File: src/rtl/core/tsp_pkg.sv
package tsp_pkg;

    // Field widths of the report and result items.
    localparam int TASK_INDEX_W = 6;
    localparam int EPOCH_IO_W   = 48;
    localparam int TIER_W       = 1;
    localparam int CHANGE_W     = 2;
    localparam int FAST_W       = 7;
    localparam int IDLE_W       = 5;
    localparam int SUM_W        = 64;
    localparam int EPOCH_NUM_W  = 32;

    // Packed stream widths, rounded up to whole bytes.
    localparam int S_DATA_BITS = TASK_INDEX_W + EPOCH_IO_W;
    localparam int S_DATA_W    = ((S_DATA_BITS + 7) / 8) * 8;
    localparam int M_DATA_BITS = TASK_INDEX_W + TIER_W + CHANGE_W + FAST_W + IDLE_W
                                 + SUM_W + SUM_W + EPOCH_NUM_W;
    localparam int M_DATA_W    = ((M_DATA_BITS + 7) / 8) * 8;

    // Every slot that a task index can name.
    localparam int INDEX_SPAN = 1 << TASK_INDEX_W;

    // Configuration port.
    localparam int APB_ADDR_W = 4;
    localparam int APB_DATA_W = 32;

    localparam logic [1:0] REG_SPLIT_POINT = 2'd0;
    localparam logic [1:0] REG_IDLE_LIMIT  = 2'd1;
    localparam logic [1:0] REG_DYNAMIC     = 2'd2;

    localparam logic [FAST_W-1:0] SPLIT_RESET   = 7'd0;
    localparam logic [IDLE_W-1:0] LIMIT_RESET   = 5'd16;
    localparam logic              DYNAMIC_RESET = 1'b1;

    // Idle counter saturates here.
    localparam logic [IDLE_W-1:0] IDLE_MAX = 5'd31;

    // Placement change codes.
    localparam logic [CHANGE_W-1:0] CHG_NONE    = 2'd0;
    localparam logic [CHANGE_W-1:0] CHG_PROMOTE = 2'd1;
    localparam logic [CHANGE_W-1:0] CHG_DEMOTE  = 2'd2;

    typedef struct packed {
        logic [FAST_W-1:0] split_point;
        logic [IDLE_W-1:0] idle_limit;
        logic              dynamic_en;
    } t_cfg;

    typedef enum logic [1:0] {
        ST_IDLE,
        ST_RMW,
        ST_FOLD
    } t_state;

    // Commands from the controller to the datapath.
    typedef struct packed {
        logic load;
        logic exec;
        logic commit;
    } t_dp_cmd;

    // Status from the datapath to the controller.
    typedef struct packed {
        logic out_free;
    } t_dp_sts;

endpackage

File: src/rtl/core/tiered_storage_placement_epoch.sv
// End-of-epoch placement policy for a fast and a slow storage tier.
// Input stream: one beat per task report; tdata carries the task index and
// the epoch I/O amount, tlast marks the final report of the epoch.
// Output stream: one result beat per report with the task's tier, the change
// made, the fast-tier count, the idle counter, the epoch and aggregate I/O
// totals and the epoch number; tlast echoes the report's tlast.
// Configuration registers sit on the APB port: split point at 0x0, idle
// epoch limit at 0x4, dynamic enable at 0x8. Write them only while idle.
// A report is captured and its entry read at the edge that accepts it, the
// entry is updated in the read-modify-write step and the result is then
// folded into the output register in the fold step. The block takes one
// report at a time, since the read-modify-write of the task entry memory and
// the aggregate fold finish before the next report is accepted.
// A stalled receiver holds the result in the output register; the block
// then waits in its fold step and stops taking reports until the beat drains.
// Reset clears all task entries to slow and not idle through per-slot valid
// bits, zeroes the counters and sums, and loads the register defaults; ready
// is low during reset and rises as soon as reset is released.
module tiered_storage_placement_epoch #(
    parameter int TASK_SLOTS = 64
) (
    input  logic                            i_clk,
    input  logic                            i_rst_n,
    // Report beats.
    input  logic                            i_s_tvalid,
    output logic                            o_s_tready,
    // tdata: task_index [5:0], epoch_io [53:6], zero fill [55:54]
    input  logic [tsp_pkg::S_DATA_W-1:0]    i_s_tdata,
    input  logic                            i_s_tlast,
    // Result beats.
    output logic                            o_m_tvalid,
    input  logic                            i_m_tready,
    // tdata: task_id [5:0], tier [6], change [8:7], fast_users [15:9],
    // idle_epochs [20:16], epoch_sum [84:21], total_io [148:85],
    // epoch_number [180:149], zero fill [183:181]
    output logic [tsp_pkg::M_DATA_W-1:0]    o_m_tdata,
    output logic                            o_m_tlast,
    // Configuration port.
    input  logic                            psel,
    input  logic                            penable,
    input  logic                            pwrite,
    input  logic [tsp_pkg::APB_ADDR_W-1:0]  paddr,
    input  logic [tsp_pkg::APB_DATA_W-1:0]  pwdata,
    output logic [tsp_pkg::APB_DATA_W-1:0]  prdata,
    output logic                            pready
);

    tsp_pkg::t_cfg    cfg;
    tsp_pkg::t_dp_cmd cmd;
    tsp_pkg::t_dp_sts sts;

    tsp_cfg u_cfg (
        .i_clk   (i_clk),
        .i_rst_n (i_rst_n),
        .psel    (psel),
        .penable (penable),
        .pwrite  (pwrite),
        .paddr   (paddr),
        .pwdata  (pwdata),
        .prdata  (prdata),
        .pready  (pready),
        .o_cfg   (cfg)
    );

    tsp_ctrl u_ctrl (
        .i_clk      (i_clk),
        .i_rst_n    (i_rst_n),
        .i_s_tvalid (i_s_tvalid),
        .o_s_tready (o_s_tready),
        .i_sts      (sts),
        .o_cmd      (cmd)
    );

    tsp_dp #(
        .TASK_SLOTS (TASK_SLOTS)
    ) u_dp (
        .i_clk      (i_clk),
        .i_rst_n    (i_rst_n),
        .i_cfg      (cfg),
        .i_cmd      (cmd),
        .o_sts      (sts),
        .i_s_tdata  (i_s_tdata),
        .i_s_tlast  (i_s_tlast),
        .o_m_tvalid (o_m_tvalid),
        .i_m_tready (i_m_tready),
        .o_m_tdata  (o_m_tdata),
        .o_m_tlast  (o_m_tlast)
    );

endmodule

File: src/rtl/core/tsp_ram.sv
module tsp_ram #(
    parameter int WIDTH = 8,
    parameter int DEPTH = 64
) (
    input  logic                                   i_clk,
    input  logic                                   i_we,
    input  logic [(DEPTH > 1 ? $clog2(DEPTH) : 1)-1:0] i_waddr,
    input  logic [WIDTH-1:0]                       i_wdata,
    input  logic                                   i_re,
    input  logic [(DEPTH > 1 ? $clog2(DEPTH) : 1)-1:0] i_raddr,
    output logic [WIDTH-1:0]                       o_rdata
);

    logic [WIDTH-1:0] r_mem [DEPTH];
    logic [WIDTH-1:0] r_rdata;

    // One write port and one registered read port.
    always_ff @(posedge i_clk) begin
        if (i_we) begin
            r_mem[i_waddr] <= i_wdata;
        end
        if (i_re) begin
            r_rdata <= r_mem[i_raddr];
        end
    end

    assign o_rdata = r_rdata;

endmodule

File: src/rtl/core/tsp_cfg.sv
module tsp_cfg (
    input  logic                            i_clk,
    input  logic                            i_rst_n,
    input  logic                            psel,
    input  logic                            penable,
    input  logic                            pwrite,
    input  logic [tsp_pkg::APB_ADDR_W-1:0]  paddr,
    input  logic [tsp_pkg::APB_DATA_W-1:0]  pwdata,
    output logic [tsp_pkg::APB_DATA_W-1:0]  prdata,
    output logic                            pready,
    output tsp_pkg::t_cfg                   o_cfg
);

    tsp_pkg::t_cfg r_cfg;
    logic          wr_en;
    logic [1:0]    reg_sel;

    assign pready  = 1'b1;
    assign wr_en   = psel && penable && pwrite;
    assign reg_sel = paddr[3:2];

    // Register writes; addresses past the last register are ignored.
    always_ff @(posedge i_clk) begin
        if (!i_rst_n) begin
            r_cfg.split_point <= tsp_pkg::SPLIT_RESET;
            r_cfg.idle_limit  <= tsp_pkg::LIMIT_RESET;
            r_cfg.dynamic_en  <= tsp_pkg::DYNAMIC_RESET;
        end else if (wr_en) begin
            unique case (reg_sel)
                tsp_pkg::REG_SPLIT_POINT: begin
                    r_cfg.split_point <= pwdata[tsp_pkg::FAST_W-1:0];
                end
                tsp_pkg::REG_IDLE_LIMIT: begin
                    r_cfg.idle_limit <= pwdata[tsp_pkg::IDLE_W-1:0];
                end
                tsp_pkg::REG_DYNAMIC: begin
                    r_cfg.dynamic_en <= pwdata[0];
                end
                default: begin
                end
            endcase
        end
    end

    // Read-back mux.
    always_comb begin
        prdata = '0;
        unique case (reg_sel)
            tsp_pkg::REG_SPLIT_POINT: begin
                prdata[tsp_pkg::FAST_W-1:0] = r_cfg.split_point;
            end
            tsp_pkg::REG_IDLE_LIMIT: begin
                prdata[tsp_pkg::IDLE_W-1:0] = r_cfg.idle_limit;
            end
            tsp_pkg::REG_DYNAMIC: begin
                prdata[0] = r_cfg.dynamic_en;
            end
            default: begin
                prdata = '0;
            end
        endcase
    end

    assign o_cfg = r_cfg;

endmodule

File: src/rtl/core/tsp_ctrl.sv
module tsp_ctrl (
    input  logic              i_clk,
    input  logic              i_rst_n,
    input  logic              i_s_tvalid,
    output logic              o_s_tready,
    input  tsp_pkg::t_dp_sts  i_sts,
    output tsp_pkg::t_dp_cmd  o_cmd
);

    tsp_pkg::t_state r_state;
    tsp_pkg::t_state n_state;

    always_ff @(posedge i_clk) begin
        if (!i_rst_n) begin
            r_state <= tsp_pkg::ST_IDLE;
        end else begin
            r_state <= n_state;
        end
    end

    // Next state: take a beat, update the task entry, then fold and publish.
    always_comb begin
        n_state = r_state;
        unique case (r_state)
            tsp_pkg::ST_IDLE: begin
                if (i_s_tvalid) begin
                    n_state = tsp_pkg::ST_RMW;
                end
            end
            tsp_pkg::ST_RMW: begin
                n_state = tsp_pkg::ST_FOLD;
            end
            tsp_pkg::ST_FOLD: begin
                if (i_sts.out_free) begin
                    n_state = tsp_pkg::ST_IDLE;
                end
            end
            default: begin
                n_state = tsp_pkg::ST_IDLE;
            end
        endcase
    end

    // Outputs. Ready stays low while reset is held.
    always_comb begin
        o_s_tready = 1'b0;
        o_cmd      = '0;
        unique case (r_state)
            tsp_pkg::ST_IDLE: begin
                o_s_tready = i_rst_n;
                o_cmd.load = i_s_tvalid && i_rst_n;
            end
            tsp_pkg::ST_RMW: begin
                o_cmd.exec = 1'b1;
            end
            tsp_pkg::ST_FOLD: begin
                o_cmd.commit = i_sts.out_free;
            end
            default: begin
                o_s_tready = 1'b0;
            end
        endcase
    end

endmodule

File: src/rtl/core/tsp_dp.sv
module tsp_dp #(
    parameter int TASK_SLOTS = 64
) (
    input  logic                           i_clk,
    input  logic                           i_rst_n,
    input  tsp_pkg::t_cfg                  i_cfg,
    input  tsp_pkg::t_dp_cmd               i_cmd,
    output tsp_pkg::t_dp_sts               o_sts,
    input  logic [tsp_pkg::S_DATA_W-1:0]   i_s_tdata,
    input  logic                           i_s_tlast,
    output logic                           o_m_tvalid,
    input  logic                           i_m_tready,
    output logic [tsp_pkg::M_DATA_W-1:0]   o_m_tdata,
    output logic                           o_m_tlast
);

    // Only slots that a task index can reach need storage.
    localparam int DEPTH = (TASK_SLOTS < tsp_pkg::INDEX_SPAN) ? TASK_SLOTS
                                                              : tsp_pkg::INDEX_SPAN;
    localparam int AW    = (DEPTH > 1) ? $clog2(DEPTH) : 1;
    localparam int EW    = tsp_pkg::TIER_W + tsp_pkg::IDLE_W;
    localparam int IW    = tsp_pkg::TASK_INDEX_W;

    // Captured report.
    logic [IW-1:0]                   r_idx;
    logic [tsp_pkg::EPOCH_IO_W-1:0]  r_io;
    logic                            r_last;
    logic                            r_ent_vld;

    // Step results held for the fold cycle.
    logic                            r_res_tier;
    logic [tsp_pkg::CHANGE_W-1:0]    r_res_change;
    logic [tsp_pkg::IDLE_W-1:0]      r_res_idle;
    logic [tsp_pkg::SUM_W-1:0]       r_esum;

    // Running state.
    logic [DEPTH-1:0]                r_valid;
    logic [tsp_pkg::FAST_W-1:0]      r_fast;
    logic [tsp_pkg::SUM_W-1:0]       r_accum;
    logic [tsp_pkg::SUM_W-1:0]       r_agg;
    logic [tsp_pkg::EPOCH_NUM_W-1:0] r_epoch;

    // Output register.
    logic                            r_out_valid;
    logic [tsp_pkg::M_DATA_W-1:0]    r_out_data;
    logic                            r_out_last;

    logic [IW-1:0]                   in_idx;
    logic [AW-1:0]                   rd_addr;
    logic [AW-1:0]                   addr;
    logic [EW-1:0]                   ram_rdata;
    logic [EW-1:0]                   entry;
    logic                            in_range;
    logic                            apply;
    logic                            tier_old;
    logic [tsp_pkg::IDLE_W-1:0]      idle_old;
    logic                            promote;
    logic                            tier_mid;
    logic [tsp_pkg::FAST_W-1:0]      fast_mid;
    logic [tsp_pkg::IDLE_W-1:0]      idle_new;
    logic                            demote;
    logic                            tier_new;
    logic [tsp_pkg::FAST_W-1:0]      fast_new;
    logic [tsp_pkg::SUM_W:0]         esum_raw;
    logic [tsp_pkg::SUM_W-1:0]       esum;
    logic [tsp_pkg::SUM_W:0]         agg_raw;
    logic [tsp_pkg::SUM_W-1:0]       agg_new;
    logic [tsp_pkg::EPOCH_NUM_W-1:0] epoch_new;
    logic [tsp_pkg::M_DATA_W-1:0]    out_pack;

    assign in_idx  = i_s_tdata[IW-1:0];
    assign rd_addr = in_idx[AW-1:0];
    assign addr    = r_idx[AW-1:0];

    // Task entry store: tier bit over the idle counter.
    tsp_ram #(
        .WIDTH (EW),
        .DEPTH (DEPTH)
    ) u_entry_ram (
        .i_clk   (i_clk),
        .i_we    (i_cmd.exec && apply),
        .i_waddr (addr),
        .i_wdata ({tier_new, idle_new}),
        .i_re    (i_cmd.load),
        .i_raddr (rd_addr),
        .o_rdata (ram_rdata)
    );

    // Capture the report and the entry's valid bit.
    always_ff @(posedge i_clk) begin
        if (i_cmd.load) begin
            r_idx     <= in_idx;
            r_io      <= i_s_tdata[IW +: tsp_pkg::EPOCH_IO_W];
            r_last    <= i_s_tlast;
            r_ent_vld <= r_valid[rd_addr];
        end
    end

    // Placement decision on the fetched entry.
    always_comb begin
        entry    = r_ent_vld ? ram_rdata : '0;
        tier_old = entry[EW-1];
        idle_old = entry[tsp_pkg::IDLE_W-1:0];
        in_range = ({1'b0, r_idx} < (IW + 1)'(DEPTH));
        apply    = in_range && i_cfg.dynamic_en;

        promote  = !tier_old && (r_fast < i_cfg.split_point);
        tier_mid = tier_old || promote;
        fast_mid = r_fast + tsp_pkg::FAST_W'(promote);

        if (r_io != '0) begin
            idle_new = '0;
        end else if (idle_old < tsp_pkg::IDLE_MAX) begin
            idle_new = idle_old + 1'b1;
        end else begin
            idle_new = idle_old;
        end

        demote   = tier_mid && (idle_new > i_cfg.idle_limit);
        tier_new = tier_mid && !demote;
        if (demote && fast_mid != '0) begin
            fast_new = fast_mid - 1'b1;
        end else begin
            fast_new = fast_mid;
        end

        esum_raw = {1'b0, r_accum} + (tsp_pkg::SUM_W + 1)'(r_io);
        esum     = esum_raw[tsp_pkg::SUM_W] ? '1 : esum_raw[tsp_pkg::SUM_W-1:0];
    end

    // Fold the epoch total into the aggregate on the last report.
    always_comb begin
        agg_raw = {1'b0, r_agg} + {1'b0, r_esum};
        if (r_last) begin
            agg_new = agg_raw[tsp_pkg::SUM_W] ? '1 : agg_raw[tsp_pkg::SUM_W-1:0];
        end else begin
            agg_new = r_agg;
        end
        epoch_new = r_epoch + tsp_pkg::EPOCH_NUM_W'(r_last);
        out_pack  = '0;
        out_pack[tsp_pkg::M_DATA_BITS-1:0] = {epoch_new, agg_new, r_esum, r_res_idle,
                                              r_fast, r_res_change, r_res_tier, r_idx};
    end

    // Step results; tier and idle read zero for an unknown slot.
    always_ff @(posedge i_clk) begin
        if (i_cmd.exec) begin
            r_esum <= esum;
            if (!in_range) begin
                r_res_tier   <= 1'b0;
                r_res_idle   <= '0;
                r_res_change <= tsp_pkg::CHG_NONE;
            end else if (!i_cfg.dynamic_en) begin
                r_res_tier   <= tier_old;
                r_res_idle   <= idle_old;
                r_res_change <= tsp_pkg::CHG_NONE;
            end else begin
                r_res_tier   <= tier_new;
                r_res_idle   <= idle_new;
                r_res_change <= (promote ? tsp_pkg::CHG_PROMOTE : tsp_pkg::CHG_NONE)
                              | (demote  ? tsp_pkg::CHG_DEMOTE  : tsp_pkg::CHG_NONE);
            end
        end
    end

    // Control-side state: valid bits, fast count, sums, epoch number.
    always_ff @(posedge i_clk) begin
        if (!i_rst_n) begin
            r_valid <= '0;
            r_fast  <= '0;
            r_accum <= '0;
            r_agg   <= '0;
            r_epoch <= '0;
        end else begin
            if (i_cmd.exec) begin
                r_accum <= r_last ? '0 : esum;
                if (apply) begin
                    r_valid[addr] <= 1'b1;
                    r_fast        <= fast_new;
                end
            end
            if (i_cmd.commit) begin
                r_agg   <= agg_new;
                r_epoch <= epoch_new;
            end
        end
    end

    // Output register: holds a result beat until the receiver takes it.
    always_ff @(posedge i_clk) begin
        if (!i_rst_n) begin
            r_out_valid <= 1'b0;
        end else if (i_cmd.commit) begin
            r_out_valid <= 1'b1;
        end else if (i_m_tready) begin
            r_out_valid <= 1'b0;
        end
    end

    always_ff @(posedge i_clk) begin
        if (i_cmd.commit) begin
            r_out_data <= out_pack;
            r_out_last <= r_last;
        end
    end

    assign o_sts.out_free = !r_out_valid || i_m_tready;
    assign o_m_tvalid     = r_out_valid;
    assign o_m_tdata      = r_out_data;
    assign o_m_tlast      = r_out_last;

endmodule

File: config.mk
export PLATFORM = sky130hd
export DESIGN_NAME = tiered_storage_placement_epoch
export DESIGN_NICKNAME = d
export VERILOG_FILES = /design/src/rtl/core/tsp_pkg.sv /design/src/rtl/core/tiered_storage_placement_epoch.sv /design/src/rtl/core/tsp_ram.sv /design/src/rtl/core/tsp_cfg.sv /design/src/rtl/core/tsp_ctrl.sv /design/src/rtl/core/tsp_dp.sv
export SDC_FILE = /design/constraint.sdc
export NUM_CORES = 1
export LEC_CHECK = 0
export BUFFER_PORTS_ARGS = -buffer_cell sky130_fd_sc_hd__buf_2
export CORE_MARGIN = 2
export CORE_UTILIZATION = 35
export CTS_CLUSTER_SIZE = 24
export DETAILED_ROUTE_END_ITERATION = 10
export PLACE_DENSITY = 0.59
export RECOVER_POWER = 100
export SKIP_CTS_REPAIR_TIMING = 1
export SLEW_MARGIN = 20
export SYNTH_ARGS = -nofsm -noshare
export SYNTH_HDL_FRONTEND = slang
export SYNTH_SLANG_ARGS = --single-unit
File: constraint.sdc
create_clock -name i_clk -period 14.69 [get_ports i_clk]
set_clock_uncertainty 0.15 [all_clocks]
set_input_delay 0.7345 -clock i_clk [delete_from_list [all_inputs] [get_ports i_clk]]
set_output_delay 0.7345 -clock i_clk [all_outputs]
set_load 0.01 [all_outputs]
==> flow_metrics.tcl <==
set metrics [dict create \
    cap_violations 22 \
    fillers 11500 \
    top_layer_used "met5" \
    hold_path_class "in2reg" \
    synthMuxAreaShare 0.0848 \
    avgSynthCellArea_sq_um 13.4 \
    startpoint_type "register" \
    grtUsageTotal 0.171 \
    dr_wl_met3_um 7380 \
    synth_top_area_cell "edfxtp_1" \
    core_sq_um 122000 \
    die_x_um 354 \
    worstSetupPathType "reg2reg" \
    hp-start "i_s_tdata[8]" \
    clock-sinks 947 \
    setup_violations 0 \
    reg2regPathDepth 11 \
    period_share 0.572 \
    syn_inst 3197 \
    htree_num_levels 3 \
    drv_slew 1263 \
    yosysUniqueCellTypes 84 \
    dr_total_vias 27100 \
    r2r-start "u_dp.r_io[1]" \
    routed_wl_um 110000 \
    maxSlewHeadroom -2.78 \
    ys_seq_elements 947 \
    failed_checks "capacitance limit, slew limit" \
    p_per_area_nw_per_um2 125 \
    hold_viol 0 \
    timing.rr.end "u_dp.u_entry_ram.r_mem[23][5]" \
    synthArstFlopShare 0 \
    synth.area.top_cells "edfxtp_1, dfxtp_1, mux4_2, ha_1, xnor2_1" \
    met1Wirelength_um 49800 \
    dp_hpwl_um 75900 \
    cts-buffers-inserted 99 \
    antenna_found_initial 10 \
    io_pins 320 \
    die-area_sq_um 125000 \
    clockBufferDepth 3 \
    area_growth_pct 14.1 \
    dpl_cell_area_sq_um 45600 \
    path_clk_slew_ns 0.06 \
    grt-ovfl-total 0 \
    fin_area_sq_um 48800 \
    wire_per_inst_um 21.5 \
    fmax_mhz 119 \
    root_buffer "clkbuf_16" \
    ir_worst_vdd_uv 99.8 \
    yosysTopAreaCellShare 0.492 \
    num-nets-final 3651 \
    synth_xor_xnor_area_share 0.0348 \
    rsz0062_at_grt "false" \
    clkLatencyLatePin_ns 0.70 \
    crit_path_end_kind "register" \
    grt_max_degree 91 \
    status "finished, violations left" \
    ys_seq_area_frac 0.607 \
    synth_edf_count 700 \
    synth_top_family_by_area "compound AO/OA/AOI/OAI gates" \
    synth-main-ff-cell "edfxtp_1" \
    worstPathMaxFanout 66 \
    grt_pass1_wl_um 164000 \
    start_util 0.352 \
    synth_fa_ha_area_frac 0.0390 \
    cp.arrival_ns 8.26 \
    grt_pass1_vias 26200 \
    min_period_ns 8.40 \
    ant_nets 0 \
    fin_tns_setup_ns 0 \
    yosys_warnings 0 \
    worst_pin_slew_ns 5.67 \
    dr_wl_met2_um 50500 \
    drt_first_pass_iters 5 \
    row_count 128 \
    viasPerCell 5.29 \
    drc_errors 0 \
    rrSetupSlack_ns 6.29 \
    drive_gt1_frac 0.122 \
    dieHeight_um 354 \
    hold_depth 1 \
    drtIter0Drc 2113 \
    synthSimpleGateAreaFrac 0.0874 \
    synth_compound_area_frac 0.122 \
    holdPathEnd "u_dp.r_io[2]" \
    globalplace.congestion 0.912 \
    required_ns 14.54 \
    synth_area_sq_um 42800 \
    tritoncts "done" \
    numPortBuffers 261 \
    total_power_uw 6080 \
    p_leak_uw 0.0162 \
]
==> critical path, stage by stage (launching register included) <==
cell	delay [ns]
edfxtp_1	0.43
nor4_1	0.59
nand4_1	0.29
nor3_1	0.63
o21a_2	0.24
clkbuf_1	2.20
inv_1	0.13
ha_1	0.40
nand4_1	0.10
o22a_1	0.29
nor2_4	0.12
clkbuf_1	2.05
==> where the power goes <==
part	switching (uW)	internal (uW)	total, uW	leakage (uW)
combinational	231	124	355	0.00675
clock	1110	1660	2770	0.00175
sequential	31.0	2920	2950	0.00774
==> logic make-up (layout without fill, tap and decap cells) <==
logic type / count (synthesis) / count (layout)
AOI/OAI and AO/OA: 734 / 734
xor gates and xnor gates: 170 / 170
adders and majority gates: 132 / 132
buffers and inverters: 239 / 520
DFF: 947 / 947
muxes: 178 / 178
other: 2 / 32
and+or+nand+nor: 795 / 795
==> layout make-up <==
cell class,count,area (sq um),share of cell area
antenna,3,7.51,0.000154
sequential,947,26000,0.532
tap,1625,2030,0.0417
multi-input combinational,2038,15800,0.323
clock buffer,120,2650,0.0543
inverter,46,175,0.00359
timing repair buffer,287,1150,0.0236
clock inverter,67,1020,0.0210
==> stage by stage <==
step	setup slack (ns)	util	instances	hold slack [ns]
2_1_floorplan	7.32	-	3224	0.250
3_3_place_gp	9.32	0.375	4943	0.255
3_5_place_dp	9.28	0.375	4943	0.255
4_1_cts	9.25	0.405	5130	-0.00927
5_1_grt	5.30	0.401	5132	0.0116
6_report	6.29	0.401	5133	0.0567
==> worst max path at each step <==
stage               cells after the start                             to  slack, ns         start
floorplan                               6              u_dp.o_m_tdata[0]       7.32    i_m_tready
global placement                       16                 u_dp.r_fast[5]       9.32  u_dp.r_io[1]
detailed placement                     16                 u_dp.r_fast[5]       9.28  u_dp.r_io[1]
CTS                                    16                 u_dp.r_fast[5]       9.25  u_dp.r_io[1]
global route                           11  u_dp.u_entry_ram.r_mem[23][5]       5.30  u_dp.r_io[1]
finish                                 11  u_dp.u_entry_ram.r_mem[23][5]       6.29  u_dp.r_io[1]
==> sequential cells by signal, summed over array words and instances (netlist names) <==
signal	flops
u_dp.o_m_tvalid	1
u_dp.u_entry_ram.o_rdata	6
u_dp.r_last	1
u_dp.r_ent_vld	1
u_dp.r_io	48
u_dp.r_accum	64
u_dp.r_agg	64
u_dp.r_res_idle	5
u_dp.o_m_tdata	181
u_dp.r_epoch	32
u_ctrl.r_state	2
u_cfg.o_cfg	13
u_dp.u_entry_ram.r_mem	384
u_dp.r_res_tier	1
u_dp.addr	6
u_dp.r_res_change	2
u_dp.r_valid	64
u_dp.r_fast	7
u_dp.o_m_tlast	1
u_dp.r_esum	64
==> routing by layer <==
metal | GRT usage | up-vias
met3 | 0.0354 | 158
met2 | 0.266 | 807
met1 | 0.243 | 13500
met5 | 0 | -
met4 | 0.0495 | 2
li1 | - | 12700
==> cells in the mapped netlist, drive strengths merged, types with 8 or more instances <==
master	number
edfxtp	700
dfxtp	247
nor2	244
nand2	235
a21oi	166
mux4	147
ha	130
clkbuf	129
o21ai	124
xnor2	106
o21a	79
buf	64
xor2	64
a21o	61
o22a	55
nand3	53
o221a	47
and2	46
inv	45
a22o	41
nand4	41
nor2b	34
nor3	31
mux2i	27
and3	24
a31oi	22
o21bai	22
or3	20
a21boi	19
nand2b	19
nor4	18
a211oi	16
o211ai	14
a22oi	10
nand3b	8
nor3b	8
o31ai	8
==> placed cells by master, fill, tap and decap left out, types with 20 or more instances in the layout <==
cell type / synthesis / layout
buf_2: 8 / 33
and2_0: 3 / 27
clkbuf_1: 129 / 259
mux4_2: 147 / 147
a31oi_1: 20 / 22
inv_1: 45 / 44
o21bai_1: 22 / 22
and3_1: 24 / 24
o21a_1: 78 / 77
dfxtp_1: 247 / 247
nor2b_1: 34 / 34
bufinv_16: 0 / 20
a21o_1: 61 / 61
nor3_1: 30 / 31
o22a_1: 55 / 55
a21oi_1: 164 / 165
ha_1: 130 / 130
edfxtp_1: 700 / 700
xnor2_1: 106 / 106
nand2_1: 235 / 235
mux2i_1: 27 / 27
o221a_2: 47 / 47
conb_1: 2 / 29
nor2_1: 244 / 243
xor2_1: 64 / 64
a22o_1: 41 / 41
nand3_1: 53 / 53
nand4_1: 41 / 41
o21ai_0: 119 / 120
clkbuf_16: 0 / 101
No activity file was read; power rests on OpenSTA's default activity.
